==> src/hdl/lz4bd_pkg.sv <==
// shared types and constants for the lz4 block decompressor
// no dependencies; imported by every module of the block
`default_nettype none

package lz4bd_pkg;

  // history window and length sizing
  localparam int WINDOW_DEPTH = 65536;
  localparam int LENGTH_BITS  = 24;
  localparam int ADDR_BITS    = $clog2(WINDOW_DEPTH);

  // queue sizing
  localparam int CMDQ_DEPTH = 2;
  localparam int CMDQ_PTR_W = (CMDQ_DEPTH > 1) ? $clog2(CMDQ_DEPTH) : 1;
  localparam int CMDQ_CNT_W = $clog2(CMDQ_DEPTH + 1);
  localparam int OUTQ_DEPTH = 4;
  localparam int OUTQ_PTR_W = (OUTQ_DEPTH > 1) ? $clog2(OUTQ_DEPTH) : 1;
  localparam int OUTQ_CNT_W = $clog2(OUTQ_DEPTH + 1);

  // request function codes
  typedef enum logic [1:0] {
    FN_BEGIN = 2'd0,
    FN_BYTE  = 2'd1,
    FN_TICK  = 2'd2
  } func_t;

  // result status codes
  typedef enum logic [2:0] {
    ST_OK           = 3'd0,
    ST_ZERO_OFF     = 3'd1,
    ST_PAST_END     = 3'd2,
    ST_BEFORE_START = 3'd3,
    ST_UNEXPECTED   = 3'd4
  } status_t;

  // decoder phase
  typedef enum logic [2:0] {
    PH_IDLE      = 3'd0,
    PH_TOKEN     = 3'd1,
    PH_LIT_EXT   = 3'd2,
    PH_LITERALS  = 3'd3,
    PH_OFF_LO    = 3'd4,
    PH_OFF_HI    = 3'd5,
    PH_MATCH_EXT = 3'd6,
    PH_COPY      = 3'd7
  } phase_t;

  // history operation carried to the back end
  typedef enum logic [1:0] {
    CMD_NONE = 2'd0,
    CMD_LIT  = 2'd1,
    CMD_COPY = 2'd2
  } cmd_kind_t;

  typedef struct packed {
    cmd_kind_t             kind;
    logic [7:0]            lit_byte;
    logic [ADDR_BITS-1:0]  dst;
    logic [ADDR_BITS-1:0]  src;
    logic                  block_done;
    logic                  copy_pending;
    status_t               status;
  } cmd_t;

  typedef struct packed {
    logic       byte_valid;
    logic [7:0] out_byte;
    logic       block_done;
    logic       copy_pending;
    status_t    status;
  } out_ent_t;

endpackage

`default_nettype wire

==> src/hdl/lz4bd_cmd_queue.sv <==
// short command queue between the parser and the history back end
// depends on lz4bd_pkg for the command type and depth
`default_nettype none

module lz4bd_cmd_queue (
  input  logic            clk,
  input  logic            rst_n,
  input  logic            push,
  input  lz4bd_pkg::cmd_t push_data,
  output logic            full,
  input  logic            pop,
  output logic            empty,
  output lz4bd_pkg::cmd_t head
);
  import lz4bd_pkg::*;

  cmd_t                  q_r [CMDQ_DEPTH];
  logic [CMDQ_PTR_W-1:0] wr_ptr_r, rd_ptr_r;
  logic [CMDQ_CNT_W-1:0] count_r;
  logic                  do_push, do_pop;

  assign full    = (count_r == CMDQ_CNT_W'(CMDQ_DEPTH));
  assign empty   = (count_r == '0);
  assign head    = q_r[rd_ptr_r];
  assign do_push = push && !full;
  assign do_pop  = pop && !empty;

  // entry storage
  always_ff @(posedge clk) begin
    if (do_push) begin
      q_r[wr_ptr_r] <= push_data;
    end
  end

  // pointers and fill count
  always_ff @(posedge clk) begin
    if (!rst_n) begin
      wr_ptr_r <= '0;
      rd_ptr_r <= '0;
      count_r  <= '0;
    end else begin
      if (do_push) begin
        wr_ptr_r <= (wr_ptr_r == CMDQ_PTR_W'(CMDQ_DEPTH - 1)) ? '0 : wr_ptr_r + 1'b1;
      end
      if (do_pop) begin
        rd_ptr_r <= (rd_ptr_r == CMDQ_PTR_W'(CMDQ_DEPTH - 1)) ? '0 : rd_ptr_r + 1'b1;
      end
      if (do_push && !do_pop) begin
        count_r <= count_r + 1'b1;
      end else if (do_pop && !do_push) begin
        count_r <= count_r - 1'b1;
      end
    end
  end

endmodule

`default_nettype wire

==> config.mk <==
export PLATFORM = sky130hd
export DESIGN_NAME = lz4bd_cmd_queue
export DESIGN_NICKNAME = d
export VERILOG_FILES = /design/src/hdl/lz4bd_pkg.sv /design/src/hdl/lz4bd_cmd_queue.sv
export SDC_FILE = /design/constraint.sdc
export NUM_CORES = 1
export LEC_CHECK = 0
export BUFFER_PORTS_ARGS = -buffer_cell sky130_fd_sc_hd__buf_2
export CAP_MARGIN = 20
export CORE_MARGIN = 3
export CORE_UTILIZATION = 55
export DETAILED_ROUTE_END_ITERATION = 8
export PLACE_DENSITY = 0.83
export SLEW_MARGIN = 25
export SYNTH_ARGS = -nofsm -noshare
export SYNTH_HDL_FRONTEND = slang
export SYNTH_SLANG_ARGS = --single-unit
==> constraint.sdc <==
create_clock -name clk -period 8.88 [get_ports clk]
set_input_delay 0.888 -clock clk [delete_from_list [all_inputs] [get_ports clk]]
set_output_delay 0.888 -clock clk [all_outputs]
set_load 0.1 [all_outputs]
== After elaboration in Yosys (flattened, before gate mapping) ==
Memories as Yosys holds them, arrays and structs flattened. A register that Yosys moved wholly into a read port is not among the register bits.
Cells that the tools add are included.

* Flip-flop bits (word level): 4
* Memory bits (writable): 94
* Input bits: 51
* Output and inout bits: 49
* Word-level logic and storage cells: 27
* Memories: 1

* Add/subtract/negate cells: 4
* Eq/ne operators: 1
* Mux-type cells: 8
* Reduce and logical (&&, ||, !) cells: 10

{| class="wikitable"
|+ Memory list
! name !! words !! bits a word !! rd ports !! clocked after Yosys merged registers in !! write ports !! line !! source
|-
| q_r || 2 || 47 || 1 || 1 || 1 || lz4bd_cmd_queue.sv:17 || <nowiki>cmd_t q_r [CMDQ_DEPTH];</nowiki>
|}

{| class="wikitable"
|+ Operator list
! operator !! number
|-
| $mux 1 || 6
|-
| $logic_and 1x1->1 || 4
|-
| $logic_not 1->1 || 4
|-
| $mux 2 || 2
|-
| $add 1x1->1 const B || 2
|-
| $add 2x1->2 const B || 1
|-
| $eq 2x2->1 const B || 1
|-
| $logic_not 2->1 || 1
|-
| $reduce_bool 2->1 || 1
|-
| $sub 2x1->2 const B || 1
|}

== Depth between registers and ports, before layout ==
* Depth in word-level cells: 7
* Gate-level depth with buffers: 7
* Depth with buffers taken out: 7

== Worst setup path after synthesis ==
Ideal clock, no wire load.

* Kind: input to register
* Start point: input push
* End point: memory q_r[0][0] (netlist name), enable pin
* Library setup time: 0.445 ns
* Data arrival time: 2.832 ns
* Required time: 8.435 ns
* Path slack: 5.603 ns
* Cell stages on the path: 2
* Buffers on the path: 0
* Path through: inv_1 > nor3_2

* Cells in the longest elaborated chain, start to end: 3

{| class="wikitable"
|+ RTL lines
! element !! line !! source
|-
| start: declaration || lz4bd_cmd_queue.sv:8 || <nowiki>input logic push,</nowiki>
|-
| $logic_and 1x1->1 || lz4bd_cmd_queue.sv:25 || <nowiki>assign do_push = push && !full;</nowiki>
|-
| $mux 1 || lz4bd_cmd_queue.sv:30 || <nowiki>if (do_push) begin</nowiki>
|-
| $mux 1 (implied by the code) || lz4bd_cmd_queue.sv:31 || <nowiki>q_r[wr_ptr_r] <= push_data;</nowiki>
|-
| end: declaration || lz4bd_cmd_queue.sv:17 ||
|}

No other way between the ends.

==> metrics.yaml <==
r2r_start: "count_r[0]"
required_ps: 7990
first_pass_iters: 4
coreArea_um2: 6170
syn-num-nets: 223
finalCritPeriodShare: 0.305
ys_ff_latch: 99
clk_path_buf_depth: 2
instances_no_fill: 357
synth_cells: 171
cts_buffers: 9
dp.cells: 341
start_util: 0.589
cts.repair.resized: 0
vias: 1812
htree_num_levels: 3
layout.nets: 329
drt_iter0_drc: 110
critPathKind: "reg -> out"
cts_sinks: 99
outcome: "complete, no violations"
gp_congestion: 0.702
slew_headroom: 0.564
worstPathArrival_ps: 1820
synthDistinctLibCells: 21
drive_above_1_share: 0.592
cts_root_buf: "clkbuf_8"
routed_wl_mm: 6.00
grt_pass1_vias: 1893
die_area_um2: 7610
clock_skew_ps: 9.98
antenna_found_initial: 0
n_antenna_cell: 0
cts_tree: "done"
fmax_mhz: 369
seq_area_frac_synth: 0.805
core.rowCount: 28
reg2reg_slack_ps: 7190
ys.warnings.count: 0
finalHoldViolCount: 0
pin_count: 100
fp.dieW_um: 87.2
drc_errors: 0
finalSetupViolCount: 0
postCtsSetupRepairBufs: 0
drv_cap: 0
cp-start-kind: "register"
worstMarginPinSlew_ps: 653
fillers: 400
end_kind: "output port"
r2r-end: "q_r[0][10]"
clkTransAtPathRegs_ps: 90
grt_overflow_total: 0
grt_max_degree: 49
area_growth_pct: 21.1
hp-start: "count_r[1]"
cp_max_fo: 47
final_antenna_net_count: 0
ff2ff_path_depth: 4
syn_area_um2: 3630
port_buffers: 99
fin_crit_ps: 2710
tns_ps: 0
avgSynthCellArea_um2: 21.2
groute.usage.overall: 0.162
rsz0062_at_grt: "no"
vias_per_cell: 5.08
post_drt_wl_per_cell_um: 16.8
fp.dieH_um: 87.2
whs_ps: 533
worstSkewPairLatency_ps: 350
hold_path_depth: 2
cts_hold_buf: 0
finalInstanceArea_um2: 4400
hpwl_mm: 3.87
hp-class: "reg -> reg"
placed_area_um2: 4200
slew_violations: 0
holdPathEnd: "count_r[1]"
grt_pass1_wl_mm: 9.07
[worst max-delay path by stage]
stage / slack (ps) / start / endpoint
floorplan: 5600 / push / q_r[0][0]
global placement: 6130 / register / head[38]
detailed placement: 6510 / register / head[23]
CTS: 6120 / register / head[23]
global route: 6070 / register / head[38]
finish: 6170 / register / head[29]
[synth_stat cells]
cell | number | area share
xnor2_1 | 2 | 0.0048
o21a_1 | 1 | 0.0021
or3_1 | 1 | 0.0017
dfxtp_1 | 5 | 0.028
o21ai_1 | 1 | 0.0014
a21boi_1 | 1 | 0.0021
nand2b_1 | 1 | 0.0017
xor2_1 | 1 | 0.0024
mux2_2 | 47 | 0.15
nor3_2 | 1 | 0.0028
nor2_1 | 2 | 0.0021
inv_2 | 1 | 0.0010
edfxtp_1 | 94 | 0.78
buf_6 | 3 | 0.0093
a21boi_0 | 1 | 0.0021
and2_1 | 3 | 0.0052
ha_1 | 1 | 0.0034
and3_1 | 1 | 0.0017
buf_2 | 2 | 0.0028
inv_1 | 1 | 0.0010
o21ai_0 | 1 | 0.0014
[final cells by class]
class / count / area [um^2] / share of cell area
Clock buffer: 9 / 124 / 0.0282
Timing Repair Buffer: 100 / 503 / 0.114
Sequential cell: 99 / 2930 / 0.666
Clock inverter: 7 / 75.1 / 0.0171
Tap cell: 75 / 93.8 / 0.0213
Inverter: 2 / 7.51 / 0.00171
Multi-Input combinational cell: 65 / 667 / 0.152
[state kept, by name, indices dropped and copies added, names as in the netlist, named ones only]
| name | flops |
|---|---|
| q_r | 94 |
| wr_ptr_r | 1 |
| rd_ptr_r | 1 |
| count_r | 2 |
[kinds of logic (layout without fill, tap and decap cells)]
family / count (synthesis) / count (layout) / share of synthesized area
XOR/XNOR: 3 / 3 / 0.00724
adder cells (fa/ha/maj): 1 / 1 / 0.00345
multiplexers: 47 / 47 / 0.146
AO/OA/AOI/OAI: 5 / 5 / 0.00896
buffers and inverters: 7 / 118 / 0.0141
AND/OR/NAND/NOR: 9 / 9 / 0.0152
flip-flops: 99 / 99 / 0.805
[routing by layer]
layer	vias to the layer above	part of all wire	wire, um	global-route usage
met3	6	0.068	407	0.0549
met5	-	0	0	0
li1	880	-	-	-
met1	869	0.43	2560	0.212
met2	57	0.49	2970	0.255
met4	0	0.010	60	0.0586
[worst max-delay path, stage by stage (launching register included)]
cell	delay (ps)
dfxtp_4	760
mux2_2	420
buf_2	290
[per-stage QoR]
step,worst slack (ps),util
floorplan,5600,-
global placement,6130,0.680
detailed placement,6510,0.681
CTS,6120,0.713
global route,6070,0.713
finish,6170,0.713
[cell usage in the layout, fill, tap and decap left out, types with 2 or more instances in the layout]
cell type / instances
inv_6: 2
and2_1: 3
clkbuf_8: 9
buf_2: 99
nor2_1: 2
mux2_2: 47
clkinvlp_4: 3
edfxtp_1: 94
dfxtp_1: 4
xnor2_1: 2
Power is left out: the tool's default activity adds up to more than one toggle a clock period on the data nets, which glitch-free logic cannot reach.
