===== src/hdl/lz4bd_pkg.sv =====
// shared types and constants for the lz4 block decompressor
// no dependencies; imported by every module of the block
`default_nettype none

package lz4bd_pkg;

  // history window and length sizing
  localparam int WINDOW_DEPTH = 65536;
  localparam int LENGTH_BITS  = 24;
  localparam int ADDR_BITS    = $clog2(WINDOW_DEPTH);

  // queue sizing
  localparam int CMDQ_DEPTH = 2;
  localparam int CMDQ_PTR_W = (CMDQ_DEPTH > 1) ? $clog2(CMDQ_DEPTH) : 1;
  localparam int CMDQ_CNT_W = $clog2(CMDQ_DEPTH + 1);
  localparam int OUTQ_DEPTH = 4;
  localparam int OUTQ_PTR_W = (OUTQ_DEPTH > 1) ? $clog2(OUTQ_DEPTH) : 1;
  localparam int OUTQ_CNT_W = $clog2(OUTQ_DEPTH + 1);

  // request function codes
  typedef enum logic [1:0] {
    FN_BEGIN = 2'd0,
    FN_BYTE  = 2'd1,
    FN_TICK  = 2'd2
  } func_t;

  // result status codes
  typedef enum logic [2:0] {
    ST_OK           = 3'd0,
    ST_ZERO_OFF     = 3'd1,
    ST_PAST_END     = 3'd2,
    ST_BEFORE_START = 3'd3,
    ST_UNEXPECTED   = 3'd4
  } status_t;

  // decoder phase
  typedef enum logic [2:0] {
    PH_IDLE      = 3'd0,
    PH_TOKEN     = 3'd1,
    PH_LIT_EXT   = 3'd2,
    PH_LITERALS  = 3'd3,
    PH_OFF_LO    = 3'd4,
    PH_OFF_HI    = 3'd5,
    PH_MATCH_EXT = 3'd6,
    PH_COPY      = 3'd7
  } phase_t;

  // history operation carried to the back end
  typedef enum logic [1:0] {
    CMD_NONE = 2'd0,
    CMD_LIT  = 2'd1,
    CMD_COPY = 2'd2
  } cmd_kind_t;

  typedef struct packed {
    cmd_kind_t             kind;
    logic [7:0]            lit_byte;
    logic [ADDR_BITS-1:0]  dst;
    logic [ADDR_BITS-1:0]  src;
    logic                  block_done;
    logic                  copy_pending;
    status_t               status;
  } cmd_t;

  typedef struct packed {
    logic       byte_valid;
    logic [7:0] out_byte;
    logic       block_done;
    logic       copy_pending;
    status_t    status;
  } out_ent_t;

endpackage

`default_nettype wire


===== src/hdl/lz4bd_front.sv =====
// front end: accepts requests, runs the token/length/offset parser
// depends on lz4bd_pkg; emits one history command per accepted request
`default_nettype none

module lz4bd_front (
  input  logic                             clk,
  input  logic                             rst_n,
  input  logic                             push,
  output logic                             full,
  input  logic [1:0]                       in_func,
  input  logic [7:0]                       in_byte,
  input  logic [lz4bd_pkg::LENGTH_BITS-1:0] in_block_length,
  input  logic                             cmdq_full,
  output logic                             cmd_push,
  output lz4bd_pkg::cmd_t                  cmd
);
  import lz4bd_pkg::*;

  localparam int LB = LENGTH_BITS;

  // saturating length add
  function automatic logic [LB-1:0] len_sat_add(input logic [LB-1:0] a, input logic [8:0] b);
    logic [LB:0] s;
    s = {1'b0, a} + (LB + 1)'(b);
    len_sat_add = s[LB] ? {LB{1'b1}} : s[LB-1:0];
  endfunction

  phase_t          phase_r, phase_nxt;
  logic [LB-1:0]   produced_r, produced_nxt;
  logic [LB-1:0]   room_r, room_nxt;
  logic [LB-1:0]   lit_rem_r, lit_rem_nxt;
  logic [LB-1:0]   match_rem_r, match_rem_nxt;
  logic [15:0]     offset_r, offset_nxt;
  logic [3:0]      nibble_r, nibble_nxt;

  logic [31:0]          prod32;
  logic [ADDR_BITS-1:0] dst;
  logic [15:0]          off_hi, off_cur;
  logic [LB-1:0]        mr_base, lit_base, match_len, lit_len, room_dec, lit_dec, mr_dec;
  logic [8:0]           mr_add, lit_add;
  logic                 lit_past, match_past, before_start;

  assign full     = cmdq_full;
  assign cmd_push = push && !cmdq_full;

  // shared length arithmetic
  always_comb begin
    prod32       = 32'(produced_r);
    dst          = prod32[ADDR_BITS-1:0];
    off_hi       = {in_byte, offset_r[7:0]};
    off_cur      = (phase_r == PH_OFF_HI) ? off_hi : offset_r;
    mr_base      = (phase_r == PH_OFF_HI) ? LB'(nibble_r) : match_rem_r;
    mr_add       = (phase_r == PH_MATCH_EXT) ? ({1'b0, in_byte} + 9'd4) : 9'd4;
    match_len    = len_sat_add(mr_base, mr_add);
    lit_base     = (phase_r == PH_TOKEN) ? LB'(in_byte[7:4]) : lit_rem_r;
    lit_add      = (phase_r == PH_LIT_EXT) ? {1'b0, in_byte} : 9'd0;
    lit_len      = len_sat_add(lit_base, lit_add);
    lit_past     = lit_len > room_r;
    match_past   = match_len > room_r;
    before_start = 32'(off_cur) > prod32;
    room_dec     = room_r - LB'(1);
    lit_dec      = lit_rem_r - LB'(1);
    mr_dec       = match_rem_r - LB'(1);
  end

  // parser next state and command
  always_comb begin
    phase_nxt     = phase_r;
    produced_nxt  = produced_r;
    room_nxt      = room_r;
    lit_rem_nxt   = lit_rem_r;
    match_rem_nxt = match_rem_r;
    offset_nxt    = offset_r;
    nibble_nxt    = nibble_r;
    cmd.kind       = CMD_NONE;
    cmd.lit_byte   = in_byte;
    cmd.dst        = dst;
    cmd.src        = dst - offset_r[ADDR_BITS-1:0];
    cmd.block_done = 1'b0;
    cmd.status     = ST_OK;

    case (in_func)
      FN_BEGIN: begin
        produced_nxt  = '0;
        room_nxt      = in_block_length;
        lit_rem_nxt   = '0;
        match_rem_nxt = '0;
        offset_nxt    = '0;
        nibble_nxt    = '0;
        if (in_block_length == '0) begin
          phase_nxt      = PH_IDLE;
          cmd.block_done = 1'b1;
        end else begin
          phase_nxt = PH_TOKEN;
        end
      end
      FN_BYTE: begin
        case (phase_r)
          PH_TOKEN: begin
            nibble_nxt    = in_byte[3:0];
            match_rem_nxt = '0;
            lit_rem_nxt   = lit_len;
            if (in_byte[7:4] == 4'hF) begin
              phase_nxt = PH_LIT_EXT;
            end else if (in_byte[7:4] != 4'h0) begin
              if (lit_past) begin
                phase_nxt  = PH_IDLE;
                cmd.status = ST_PAST_END;
              end else begin
                phase_nxt = PH_LITERALS;
              end
            end else begin
              phase_nxt = PH_OFF_LO;
            end
          end
          PH_LIT_EXT: begin
            lit_rem_nxt = lit_len;
            if (in_byte != 8'hFF) begin
              if (lit_past) begin
                phase_nxt  = PH_IDLE;
                cmd.status = ST_PAST_END;
              end else begin
                phase_nxt = PH_LITERALS;
              end
            end
          end
          PH_LITERALS: begin
            cmd.kind     = CMD_LIT;
            produced_nxt = produced_r + LB'(1);
            room_nxt     = room_dec;
            lit_rem_nxt  = lit_dec;
            if (lit_dec == '0) begin
              if (room_dec == '0) begin
                phase_nxt      = PH_IDLE;
                cmd.block_done = 1'b1;
              end else begin
                phase_nxt = PH_OFF_LO;
              end
            end
          end
          PH_OFF_LO: begin
            offset_nxt = {8'h00, in_byte};
            phase_nxt  = PH_OFF_HI;
          end
          PH_OFF_HI: begin
            offset_nxt = off_hi;
            if (off_hi == 16'h0000) begin
              phase_nxt  = PH_IDLE;
              cmd.status = ST_ZERO_OFF;
            end else if (nibble_r == 4'hF) begin
              match_rem_nxt = LB'(nibble_r);
              phase_nxt     = PH_MATCH_EXT;
            end else begin
              match_rem_nxt = match_len;
              if (match_past) begin
                phase_nxt  = PH_IDLE;
                cmd.status = ST_PAST_END;
              end else if (before_start) begin
                phase_nxt  = PH_IDLE;
                cmd.status = ST_BEFORE_START;
              end else begin
                phase_nxt = PH_COPY;
              end
            end
          end
          PH_MATCH_EXT: begin
            if (in_byte == 8'hFF) begin
              match_rem_nxt = len_sat_add(match_rem_r, {1'b0, in_byte});
            end else begin
              match_rem_nxt = match_len;
              if (match_past) begin
                phase_nxt  = PH_IDLE;
                cmd.status = ST_PAST_END;
              end else if (before_start) begin
                phase_nxt  = PH_IDLE;
                cmd.status = ST_BEFORE_START;
              end else begin
                phase_nxt = PH_COPY;
              end
            end
          end
          default: begin
            // a byte while idle or copying
            cmd.status = ST_UNEXPECTED;
          end
        endcase
      end
      FN_TICK: begin
        if (phase_r == PH_COPY) begin
          cmd.kind      = CMD_COPY;
          produced_nxt  = produced_r + LB'(1);
          room_nxt      = room_dec;
          match_rem_nxt = mr_dec;
          if (mr_dec == '0) begin
            if (room_dec == '0) begin
              phase_nxt      = PH_IDLE;
              cmd.block_done = 1'b1;
            end else begin
              phase_nxt = PH_TOKEN;
            end
          end
        end else begin
          cmd.status = ST_UNEXPECTED;
        end
      end
      default: begin
        cmd.status = ST_UNEXPECTED;
      end
    endcase

    cmd.copy_pending = (phase_nxt == PH_COPY);
  end

  // parser state registers
  always_ff @(posedge clk) begin
    if (!rst_n) begin
      phase_r     <= PH_IDLE;
      produced_r  <= '0;
      room_r      <= '0;
      lit_rem_r   <= '0;
      match_rem_r <= '0;
      offset_r    <= '0;
      nibble_r    <= '0;
    end else if (cmd_push) begin
      phase_r     <= phase_nxt;
      produced_r  <= produced_nxt;
      room_r      <= room_nxt;
      lit_rem_r   <= lit_rem_nxt;
      match_rem_r <= match_rem_nxt;
      offset_r    <= offset_nxt;
      nibble_r    <= nibble_nxt;
    end
  end

endmodule

`default_nettype wire


===== config.mk =====
export PLATFORM = sky130hd
export DESIGN_NAME = lz4bd_front
export DESIGN_NICKNAME = d
export VERILOG_FILES = /design/src/hdl/lz4bd_pkg.sv /design/src/hdl/lz4bd_front.sv
export SDC_FILE = /design/constraint.sdc
export NUM_CORES = 1
export LEC_CHECK = 0
export ABC_AREA = 1
export BUFFER_PORTS_ARGS = -buffer_cell sky130_fd_sc_hd__buf_2
export CORE_MARGIN = 8
export CORE_UTILIZATION = 50
export DETAILED_ROUTE_END_ITERATION = 6
export GPL_TIMING_DRIVEN = 1
export PLACE_DENSITY = 0.66
export SLEW_MARGIN = 30
export SYNTH_ARGS = -nofsm -noshare
export SYNTH_HDL_FRONTEND = slang
export SYNTH_SLANG_ARGS = --single-unit
export TNS_END_PERCENT = 10

===== constraint.sdc =====
create_clock -name clk -period 11.55 [get_ports clk]
set_clock_uncertainty 0.1 [all_clocks]
set_input_delay 1.155 -clock clk [delete_from_list [all_inputs] [get_ports clk]]
set_output_delay 1.155 -clock clk [all_outputs]
set_load 0.01 [all_outputs]

### After elaboration in Yosys (flattened, before gate mapping)

Index checks and enable logic that the tools add are counted.

| cells by class | value |
|---|---|
| muxes and demuxes | 65 |
| $lt $le $gt $ge | 3 |
| add/subtract/negate cells | 9 |
| eq/ne operators | 23 |
| reduce and logical (&&, ||, !) cells | 19 |

Operators by type and width:

| kind | number |
|---|---|
| 2-to-1 mux 24 bit | 13 |
| one-hot mux 24 bit (3 select lines) | 4 |
| logical NOT 24 bit | 4 |
| one-hot mux 24 bit (2 select lines) | 2 |
| subtractor 24 x 1 -> 24 bit (second input constant) | 3 |
| one-hot mux 16 bit (2 select lines) | 2 |
| adder 24 x 8 -> 25 bit | 2 |
| > comparator 24 bit | 2 |
| 2-to-1 mux 3 bit | 14 |
| adder 24 x 9 -> 25 bit | 1 |
| adder 24 x 1 -> 24 bit (second input constant) | 1 |
| > comparator 16 x 24 -> 1 bit | 1 |
| 2-to-1 mux 2 bit | 10 |
| one-hot mux 3 bit (3 select lines) | 2 |
| one-hot mux 3 bit (6 select lines) | 1 |
| logical NOT 16 bit | 1 |
| 2-to-1 mux 16 bit | 1 |
| subtractor 16 bit | 1 |
| equality test 3 bit (second input constant) | 5 |
| one-hot mux 3 bit (5 select lines) | 1 |
| adder 8 x 3 -> 9 bit (second input constant) | 1 |
| 2-to-1 mux 1 bit | 9 |
| 2-to-1 mux 9 bit | 1 |
| AND reduction 3 bit | 3 |
| 26 further kinds | 34 |

| word-level totals | value |
|---|---|
| output and inout bits | 49 |
| input port bits | 38 |
| register bits | 119 |
| word-level logic and storage cells | 127 |

### Logic depth before layout (Yosys ltp)

| depth | value |
|---|---|
| depth in word-level cells | 11 |
| gate-level depth with buffers | 44 |
| gate-level depth less buffers | 39 |

### Least setup slack after synthesis

OpenSTA, ideal clock, no wires.

| timing path | value |
|---|---|
| path type | register to output |
| start | reg phase_r[0] |
| end | out cmd[0] in the netlist's numbering |
| required time | 10.295 ns |
| path slack | 5.187 ns |
| cell stages (with the launch flop) | 33 |
| arrival | 5.108 ns |
| cell sequence | dfxtp_1 > buf_4 > inv_2 > nor2_4 > nand2_4 > buf_2 > buf_2 > buf_1 > clkbuf_1 > o21ai_0 > ha_1 > fa_1 > nand2_1 > nand2_1 > o21ai_0 > o21ai_1 > nand2_1 > nand2_1 > nand2_1 > nand2_1 > nand2_2 > buf_2 > buf_2 > nand3_1 > ha_1 > nand2_1 > nor2_1 > nand2_1 > nor2_1 > nand3_1 > nand2_1 > nand4_1 > a2111oi_0 |

RTL lines:

| what | RTL line | RTL |
|---|---|---|
| start, declared | lz4bd_front.sv:28 | `phase_t phase_r, phase_nxt;` |
| start signal, assigned | lz4bd_front.sv:225 | `phase_r <= phase_nxt;` |
| end, declared | lz4bd_front.sv:15 | `output lz4bd_pkg::cmd_t cmd` |

==> results.sh <==
export IMPL_worst_pin_slew_ns=0.981
export IMPL_ys_ff_latch=119
export IMPL_drt_iter0_drc=1457
export IMPL_h_tree_depth=4
export IMPL_post_route_min_period_ns=7.58
export IMPL_p_int_mw=0.840
export IMPL_crit_path_top_delay_cell="nand2_2"
export IMPL_reg2reg_depth=37
export IMPL_synth_edff_count=0
export IMPL_reg2reg_from="phase_r[0]"
export IMPL_nets=2598
export IMPL_path_class="reg -> out"
export IMPL_dr_pass1_iters=6
export IMPL_switchingPower_mw=0.546
export IMPL_cts_resized=0
export IMPL_powerDensity_mw_per_mm2=91.7
export IMPL_max_freq_mhz=132
export IMPL_pwr_share_seq_pct=31.4
export IMPL_rsz0062_at_grt="false"
export IMPL_area_delta_synth_final_pct=7.05
export IMPL_p_comb_share_pct=30.7
export IMPL_yosysSeqAreaShare_pct=16.9
export IMPL_maxCapViolations=0
export IMPL_clock_latency_ns=0.46
export IMPL_pin_count=87
export IMPL_setup_worst_path_end_class="output port"
export IMPL_path_common_cell="nand2_1"
export IMPL_hpwl_um=41300
export IMPL_min_from="produced_r[23]"
export IMPL_p_leak_nw=7.39
export IMPL_min_path_type="reg -> reg"
export IMPL_cts_root_buf="clkbuf_16"
export IMPL_first_global_vias=15000
export IMPL_holdPathStages=1
export IMPL_cts_hold_buf=0
export IMPL_r2r_end="phase_r[1]"
export IMPL_routed_wl_um=52200
export IMPL_slowest_delay_ns=0.51
export IMPL_clock_sinks=119
export IMPL_ys_async_sr_fraction_pct=0
export IMPL_whs_ns=0.357
export IMPL_critPathRequiredTime_ns=10.30
export IMPL_fin_crit_sh_pct=65.7
export IMPL_crit_fanout=63
export IMPL_mostFrequentLayoutCell="nand2_1"
export IMPL_final_cell_mix="nand2_1, nor2_1, inv_1"
export IMPL_ant_nets=0
export IMPL_clkTransAtPathRegs_ns=0.06
export IMPL_maxSlewHeadroom_pct=34.6
export IMPL_drc=0
export IMPL_syn_num_nets=2587
export IMPL_num_vias=16300
export IMPL_avgSynthCellArea_um2=5.82
export IMPL_yosysUniqueCellTypes=54
export IMPL_place_gp_congestion=1.02
export IMPL_cts_made_buffers=17
export IMPL_grt_overflow=0
export IMPL_setup_tns_final_ns=0
export IMPL_syn_area_mm2=0.0141
export IMPL_setup_violations=0
export IMPL_ir_drop_v=0.0000933
export IMPL_hold_viol=0
export IMPL_outcome="completed"
export IMPL_die_w_um=184
export IMPL_rows=61
export IMPL_postCtsSetupBuffers=0
export IMPL_drv_slew=0
export IMPL_yosysWarnings=0
export IMPL_track_usage_pct=30.4
export IMPL_dieArea_mm2=0.0339
export IMPL_power_frac_clock_pct=37.8
export IMPL_coreArea_mm2=0.0278
export IMPL_rrSetupSlack_ns=5.70
export IMPL_setup_worst_path_start_class="flip-flop"
export IMPL_grt_start_max_net_pins=81
export IMPL_antenna_cells=0
export IMPL_synth_ff_type="dfxtp_1"
export IMPL_antenna_found_initial=0
export IMPL_cts_tree="done"
export IMPL_initial_utilization_pct=50.8
export IMPL_synthCells=2428
export IMPL_io_buffers=86
export IMPL_drive_above_1_share_pct=7.54
export IMPL_ctsLongestPathBuffers=2
export IMPL_whs_endpoint="produced_r[23]"
export IMPL_arrival_ns=6.33
export IMPL_die_h_um=184
export IMPL_grt_pass1_wl_um=80900
export IMPL_routed_via_density=5.75
export IMPL_post_drt_wl_per_cell_um=18.4
export IMPL_swShare_pct=39.4
==> cell families after synthesis <==
group                    share of synthesized area, %
adder cells (fa/ha/maj)                          10.9
flip-flops                                       16.9
XOR/XNOR                                         4.40
AND/OR/NAND/NOR                                  39.6
buffers and inverters                            11.5
AO/OA/AOI/OAI                                    16.7
==> per-stage QoR <==
step	cell area, µm²	total power, mW	worst slack [ns]	util, %	instances
floorplan	14100	0.740	5.19	-	2428
global placement	14600	0.858	4.52	52.4	2798
detailed placement	14600	0.861	4.39	52.4	2798
CTS	15100	1.39	4.02	54.4	2830
global route	15100	1.46	3.32	54.4	2830
finish	15100	1.39	3.97	54.4	2830
==> worst max-delay path: cells and delay by family, from the launching register on <==
| family | cells | cell delay [ns] |
|---|---|---|
| AOI/OAI and AO/OA | 6 | 1.17 |
| and+or+nand+nor | 24 | 2.81 |
| adders and majority gates | 3 | 1.05 |
| DFF | 1 | 0.48 |
| buffers and inverters | 3 | 0.31 |
==> flip-flops by register name, indices dropped and copies added, names as in the netlist <==
register,flops
lit_rem_r,24
match_rem_r,24
produced_r,24
room_r,24
offset_r,16
nibble_r,4
phase_r,3
==> worst max-delay path by stage <==
stage / from / to / slack, ns / depth (start not counted)
finish: phase_r[0] / cmd[3] / 3.97 / 36
global route: phase_r[0] / cmd[3] / 3.32 / 36
CTS: phase_r[0] / cmd[0] / 4.02 / 30
detailed placement: in_byte[2] / cmd[0] / 4.39 / 27
global placement: in_byte[2] / cmd[3] / 4.52 / 33
floorplan: phase_r[0] / cmd[0] / 5.19 / 32
==> cell type report <==
type	count	area, µm²
fillers	2980	12700
well taps	378	473
clock inverters	14	120
multi-input cells	1917	10100
flip-flops and latches	119	2380
repair buffers	94	490
clock buffers	18	439
inverters	290	1090
==> power groups by stage <==
stage | registers [mW] | clock network, mW | logic (mW)
final | 0.436 | 0.524 | 0.426
after global routing | 0.437 | 0.547 | 0.474
after CTS | 0.435 | 0.531 | 0.419
after detailed placement | 0.444 | 0 | 0.417
after global placement | 0.444 | 0 | 0.414
after floorplan | 0.437 | 0 | 0.302
==> synthesized netlist by cell type, types with 7 or more instances <==
master	count	area, µm²
xnor2_1	19	166
a21oi_1	191	956
clkbuf_1	42	158
nor4_1	11	68.8
buf_4	30	225
inv_2	13	48.8
a221oi_1	9	78.8
o211ai_1	8	60.1
o22ai_1	7	43.8
nand3_1	177	886
inv_1	274	1030
xor2_1	52	455
nand2_2	9	56.3
nor2_1	303	1140
a31oi_1	15	93.8
nand2_1	644	2420
nor2_2	7	43.8
buf_2	20	100
buf_1	8	30.0
nor3_1	47	235
ha_1	117	1460
or2_2	9	56.3
o21ai_0	136	681
o21bai_1	15	113
nand4_1	59	369
a211oi_1	21	158
dfxtp_1	119	2380
==> per-layer routing <==
layer  wire length [µm]  up-vias  global-route usage [%]
li1                   -     7998                       -
met1              22100     7380                    38.3
met2              23800      750                    49.5
met3               4120      141                    5.65
met4               2230        0                    14.4
met5                  0        -                       0
Note: power is estimated with default switching activity, not from simulation.
